<file path="config.mk">
export PLATFORM = sky130hd
export DESIGN_NAME = qau_front
export DESIGN_NICKNAME = d
export VERILOG_FILES = /design/src/qau_pkg.sv /design/src/qau_front.sv
export SDC_FILE = /design/constraint.sdc
export NUM_CORES = 1
export LEC_CHECK = 0
export BUFFER_PORTS_ARGS = -buffer_cell sky130_fd_sc_hd__buf_2
export CORE_UTILIZATION = 35
export CTS_CLUSTER_DIAMETER = 120
export CTS_CLUSTER_SIZE = 16
export DETAILED_ROUTE_END_ITERATION = 12
export PLACE_DENSITY_LB_ADDON = 0.08
export SKIP_CTS_REPAIR_TIMING = 1
export SYNTH_ARGS = -nofsm -noshare
export SYNTH_HDL_FRONTEND = slang
export SYNTH_SLANG_ARGS = --single-unit
</file>
<file path="constraint.sdc">
create_clock -name clk_i -period 29.2 [get_ports clk_i]
set_input_delay 1.46 -clock clk_i [delete_from_list [all_inputs] [get_ports clk_i]]
set_output_delay 1.46 -clock clk_i [all_outputs]
set_load 0.005 [all_outputs]
</file>
<file path="src/qau_pkg.sv">
// ----------------------------------------------------------------------------
// qau_pkg
// Types, constants and helpers shared by the quaternion arithmetic unit.
// ----------------------------------------------------------------------------
`default_nettype none

package qau_pkg;

  localparam int WORD_BITS = 32;
  localparam int FRAC_BITS = 30;

  // widths derived from the word format
  localparam int PROD_W    = 2 * WORD_BITS;       // one exact product
  localparam int SUM_W     = 2 * WORD_BITS + 2;   // sum of four products
  localparam int SQ_STEPS  = SUM_W / 2;           // root digits
  localparam int ROOT_W    = WORD_BITS + 1;
  localparam int REM_W     = ROOT_W + 3;
  localparam int DIV_STEPS = FRAC_BITS + 1;       // quotient bits
  localparam int NUM_W     = WORD_BITS + FRAC_BITS;
  localparam int DREM_W    = ROOT_W + 1;

  // command codes as they arrive
  localparam logic [2:0] CMD_MUL   = 3'd0;
  localparam logic [2:0] CMD_ROT   = 3'd1;
  localparam logic [2:0] CMD_NORM  = 3'd2;
  localparam logic [2:0] CMD_SCALE = 3'd3;
  localparam logic [2:0] CMD_CONJ  = 3'd4;

  localparam logic [1:0] IDX_W = 2'd3;  // w component

  typedef logic [WORD_BITS-1:0]       word_t;
  typedef logic [3:0][WORD_BITS-1:0]  quat_t;   // [0]=x .. [3]=w

  typedef enum logic [2:0] {
    OP_MUL,
    OP_ROT,
    OP_NORM,
    OP_SCALE,
    OP_CONJ,
    OP_NONE
  } op_e;

  typedef struct packed {
    logic [2:0]                  cmd;
    logic signed [WORD_BITS-1:0] a_x;
    logic signed [WORD_BITS-1:0] a_y;
    logic signed [WORD_BITS-1:0] a_z;
    logic signed [WORD_BITS-1:0] a_w;
    logic signed [WORD_BITS-1:0] b_x;
    logic signed [WORD_BITS-1:0] b_y;
    logic signed [WORD_BITS-1:0] b_z;
    logic signed [WORD_BITS-1:0] b_w;
  } qin_t;

  typedef struct packed {
    logic signed [WORD_BITS-1:0] r_x;
    logic signed [WORD_BITS-1:0] r_y;
    logic signed [WORD_BITS-1:0] r_z;
    logic signed [WORD_BITS-1:0] r_w;
    logic                        saturated;
  } qres_t;

  // classified item between front and back
  typedef struct packed {
    op_e   op;
    quat_t a;
    quat_t b;
  } qop_t;

  // handoff from the product stages to the normalize stages
  typedef struct packed {
    logic             act;   // normalize with nonzero norm
    qres_t            res;
    logic [3:0]       sgn;
    quat_t            mag;
    logic [SUM_W-1:0] s;
  } nrec_t;

  typedef struct packed {
    word_t v;
    logic  f;
  } sat_t;

  localparam word_t WORD_MAX = {1'b0, {(WORD_BITS-1){1'b1}}};
  localparam word_t WORD_MIN = {1'b1, {(WORD_BITS-1){1'b0}}};

  localparam logic signed [SUM_W-1:0] HALF_S  = SUM_W'(1) << (FRAC_BITS - 1);
  localparam logic signed [SUM_W-1:0] WMAX_S  = (SUM_W'(1) << (WORD_BITS - 1)) - SUM_W'(1);
  localparam logic signed [SUM_W-1:0] WMIN_S  = ~WMAX_S;

  // Hamilton product index tables: BIDX entry (c, k) at bit (c*4+k)*2, NEGT at bit c*4+k
  localparam logic [7:0]  AIDX_TBL = {2'd2, 2'd1, 2'd0, 2'd3};
  localparam logic [31:0] BIDX_TBL = {2'd2, 2'd1, 2'd0, 2'd3,  2'd3, 2'd0, 2'd1, 2'd2,
                                      2'd0, 2'd3, 2'd2, 2'd1,  2'd1, 2'd2, 2'd3, 2'd0};
  localparam logic [15:0] NEGT_TBL = 16'b1110_0100_0010_1000;

  function automatic logic [1:0] aidx(input logic [1:0] k);
    return AIDX_TBL[{k, 1'b0} +: 2];
  endfunction

  function automatic logic [1:0] bidx(input logic [1:0] c, input logic [1:0] k);
    return BIDX_TBL[{c, k, 1'b0} +: 2];
  endfunction

  function automatic logic negt(input logic [1:0] c, input logic [1:0] k);
    return NEGT_TBL[{c, k}];
  endfunction

  // round half up at the binary point, then clip to the word range
  function automatic sat_t rnd_sat(input logic signed [SUM_W-1:0] s);
    logic signed [SUM_W-1:0] t;
    sat_t                    r;
    t = (s + HALF_S) >>> FRAC_BITS;
    if (t > WMAX_S) begin
      r.v = WORD_MAX;
      r.f = 1'b1;
    end else if (t < WMIN_S) begin
      r.v = WORD_MIN;
      r.f = 1'b1;
    end else begin
      r.v = t[WORD_BITS-1:0];
      r.f = 1'b0;
    end
    return r;
  endfunction

  function automatic qres_t pack_res(input quat_t q, input logic f);
    qres_t r;
    r.r_x       = q[0];
    r.r_y       = q[1];
    r.r_z       = q[2];
    r.r_w       = q[3];
    r.saturated = f;
    return r;
  endfunction

endpackage

`default_nettype wire

</file>
<file path="src/qau_front.sv">
// ----------------------------------------------------------------------------
// qau_front
// Input queue: takes items, decodes the command and holds two classified
// items for the datapath.
// ----------------------------------------------------------------------------
`default_nettype none

module qau_front import qau_pkg::*; (
  input  logic  clk_i,
  input  logic  rst_ni,
  input  logic  push_i,
  input  qin_t  in_i,
  output logic  full_o,
  input  logic  pop_i,
  output logic  valid_o,
  output qop_t  op_o
);

  qop_t       mem_q [2];
  logic       wp_q, rp_q;
  logic [1:0] cnt_q;
  qop_t       cls;
  logic       push_ok, pop_ok;

  always_comb begin
    cls.a = {in_i.a_w, in_i.a_z, in_i.a_y, in_i.a_x};
    cls.b = {in_i.b_w, in_i.b_z, in_i.b_y, in_i.b_x};
    unique case (in_i.cmd)
      CMD_MUL:   cls.op = OP_MUL;
      CMD_ROT:   cls.op = OP_ROT;
      CMD_NORM:  cls.op = OP_NORM;
      CMD_SCALE: cls.op = OP_SCALE;
      CMD_CONJ:  cls.op = OP_CONJ;
      default:   cls.op = OP_NONE;
    endcase
  end

  assign full_o  = (cnt_q == 2'd2);
  assign valid_o = (cnt_q != 2'd0);
  assign op_o    = mem_q[rp_q];
  assign push_ok = push_i && !full_o;
  assign pop_ok  = pop_i && valid_o;

  always_ff @(posedge clk_i or negedge rst_ni) begin
    if (!rst_ni) begin
      wp_q  <= 1'b0;
      rp_q  <= 1'b0;
      cnt_q <= 2'd0;
    end else begin
      if (push_ok) wp_q <= ~wp_q;
      if (pop_ok)  rp_q <= ~rp_q;
      cnt_q <= cnt_q + 2'(push_ok) - 2'(pop_ok);
    end
  end

  always_ff @(posedge clk_i) begin
    if (push_ok) mem_q[wp_q] <= cls;
  end

endmodule

`default_nettype wire

</file>
==> impl_metrics.toml <==
[outcome]
status = "completed"

[worst_hold_path]
worstHoldStart = "cnt_q[1]"
hp-class = "reg2reg"
min_to = "cnt_q[1]"
hold_depth = 1

[detailed_routing]
remaining_drc_errors = 0
routed_via_density = 4.482
highest_layer = "met5"
firstDrtPassIters = 4
wire_per_inst_um = 22.25
wl_met2_um = 24690
drtIter0Drc = 422
ant_nets = 0
num_vias = 9622
routed_wl_um = 47770
met1Wirelength_um = 17280
met3_length_um = 4370

[place]
numPortBuffers = 523
dpl.hpwl_um = 33020
gp_congestion = 0.7429
post-place-cells = 2076

[sta]
setup-tns-final_ps = 0
period_share_pct = 22.08
drv_slew = 0
hold_violations = 0
setup_viol = 0
tightest_slew_ps = 1328
finalCriticalPeriod_ps = 6449
fmax_mhz = 155.1
rsz0062_at_grt = "false"
fin_skew_ps = 24.14
relSlewSlack_pct = 11.50

[grt]
grt_max_degree = 183
grt-ovfl-total = 0
grt_pass1_vias = 10110
grt.total_usage_pct = 16.05
grt_pass1_wl_um = 65900
antenna_found_initial = 27

[cts]
cts_tree = "done"
cts.sinks = 522
path_clk_slew_ps = 70
cts_max_path_buffers = 3
h-tree-depth = 2
clockRootBuffer = "clkbuf_16"
clk_latency_ps = 560
cts-buffers-inserted = 38

[logic_synthesis]
syn-num-nets = 1092
synth.top_cells.by_area = "edfxtp_1 (79%), mux2_4 (15%), mux2_2 (3.4%)"
syn_area_sq_um = 19730
synth_top_cell_area_share_pct = 78.84
yosys.cell_types.count = 19
yosysTopAreaCell = "edfxtp_1"
ys_ff_latch = 522
yosys_warnings = 0
synth.avg_cell_area_sq_um = 23.86
syn_inst = 827
ys_seq_area_share_pct = 79.35

[setup_path]
cp.arrival_ps = 4990
ff2ff_path_depth = 3
crit_fanout = 62
cp-start-kind = "flip-flop"
timing.rr.start = "rp_q"
r2r-end = "rp_q"
critPathKind = "reg2out"
worstPathRequired_ps = 27740
r2r_slack_ps = 25770
crit_path_end_kind = "primary output"

[pwr]
max-vdd-ir-drop_uv = 58.52
p_leak_uw = 0.009422
p_per_area_nw_per_um2 = 95.92

[finish]
final_cell_mix = "buf_2 (523), edfxtp_1 (518), mux2_4 (200)"
fin_cells = 2147
drive_above_1_share_pct = 60.36
fill_cells = 5031
final_nets = 1633
final_common_cell = "buf_2"
area.growth.synth_to_final_pct = 22.75

[die]
die_h_um = 239.4
num_rows = 86
start_util_pct = 35.60
dieArea_sq_um = 57320
die-width_um = 239.4
core_sq_um = 55420
num_io_pins = 524

[run]
cap_violations = 0
synthesized netlist by cell type:
library cell and instances:
buf_6 23, ha_1 2, clkbuf_1 1, buf_2 6, nand2b_1 1, xnor2_1 3, nand2_1 1, mux2_4 200
and3_1 1, nor2b_1 1, or2_2 1, a21o_1 1, inv_1 2, xor2_1 1, nor2_1 1, mux2_2 59
and2_1 1, edfxtp_1 518, dfrtp_1 4
worst max-delay path by stage:
stage / start / to / slack (ps) / depth (start not counted)
after global placement: rp_q / op_o[23] / 23270 / 5
after CTS: rp_q / op_o[22] / 22630 / 5
after floorplan: push_i / mem_q[0][0] / 16030 / 2
after global routing: rp_q / op_o[22] / 22470 / 5
after detailed placement: rp_q / op_o[22] / 23270 / 5
final: rp_q / op_o[22] / 22750 / 5
layer usage:
layer,global-route usage (%),vias up
met3,6.638,90
met4,6.313,24
met5,0,-
met2,28.14,322
li1,-,4373
met1,17.04,4813
worst max-delay path, stage by stage (launching register included):
cell and delay [ps]:
dfrtp_4 890, buf_4 920, buf_4 940, buf_4 880, mux2_2 420, buf_2 130
cell families after synthesis:
kind of cell,Yosys count,synth area share (%)
xor+xnor,4,0.1776
simple gates,7,0.1967
flops,522,79.35
compound gates,1,0.03807
buf+inv,32,1.522
fa+ha+maj,2,0.1268
mux,259,18.59
layout make-up:
class                           count  area, sq um  area share, %
Sequential cell                   522        15660          64.66
Timing Repair Buffer              531         2703          11.16
Multi-Input combinational cell    273         3786          15.63
Clock buffer                       56         1082          4.469
Clock inverter                      1        8.758        0.03617
Antenna cell                       14        35.03         0.1447
Tap cell                          748        935.9          3.865
Inverter                            2        7.507        0.03100
report_power, final:
group	switching [uW]	internal (uW)
logic	357	381
registers	58.3	1030
clock network	243	256
total	659	1660
metrics by stage:
stage / power (uW) / cell area (sq um) / setup slack [ps] / hold WS (ps) / util, %
2_1_floorplan: 1621 / 19730 / 16030 / 460.4 / -
3_3_place_gp: 1860 / 23090 / 23270 / 490.0 / 41.67
3_5_place_dp: 1860 / 23090 / 23270 / 487.2 / 41.67
4_1_cts: 2368 / 24180 / 22630 / 501.1 / 43.64
5_1_grt: 2436 / 24200 / 22470 / 535.9 / 43.68
6_report: 2323 / 24220 / 22750 / 497.2 / 43.70
registers in the layout, indices dropped and copies added (netlist names):
register / count
rp_q: 1
cnt_q: 2
wp_q: 1
mem_q: 518
Note: power is estimated with default switching activity, not from simulation.
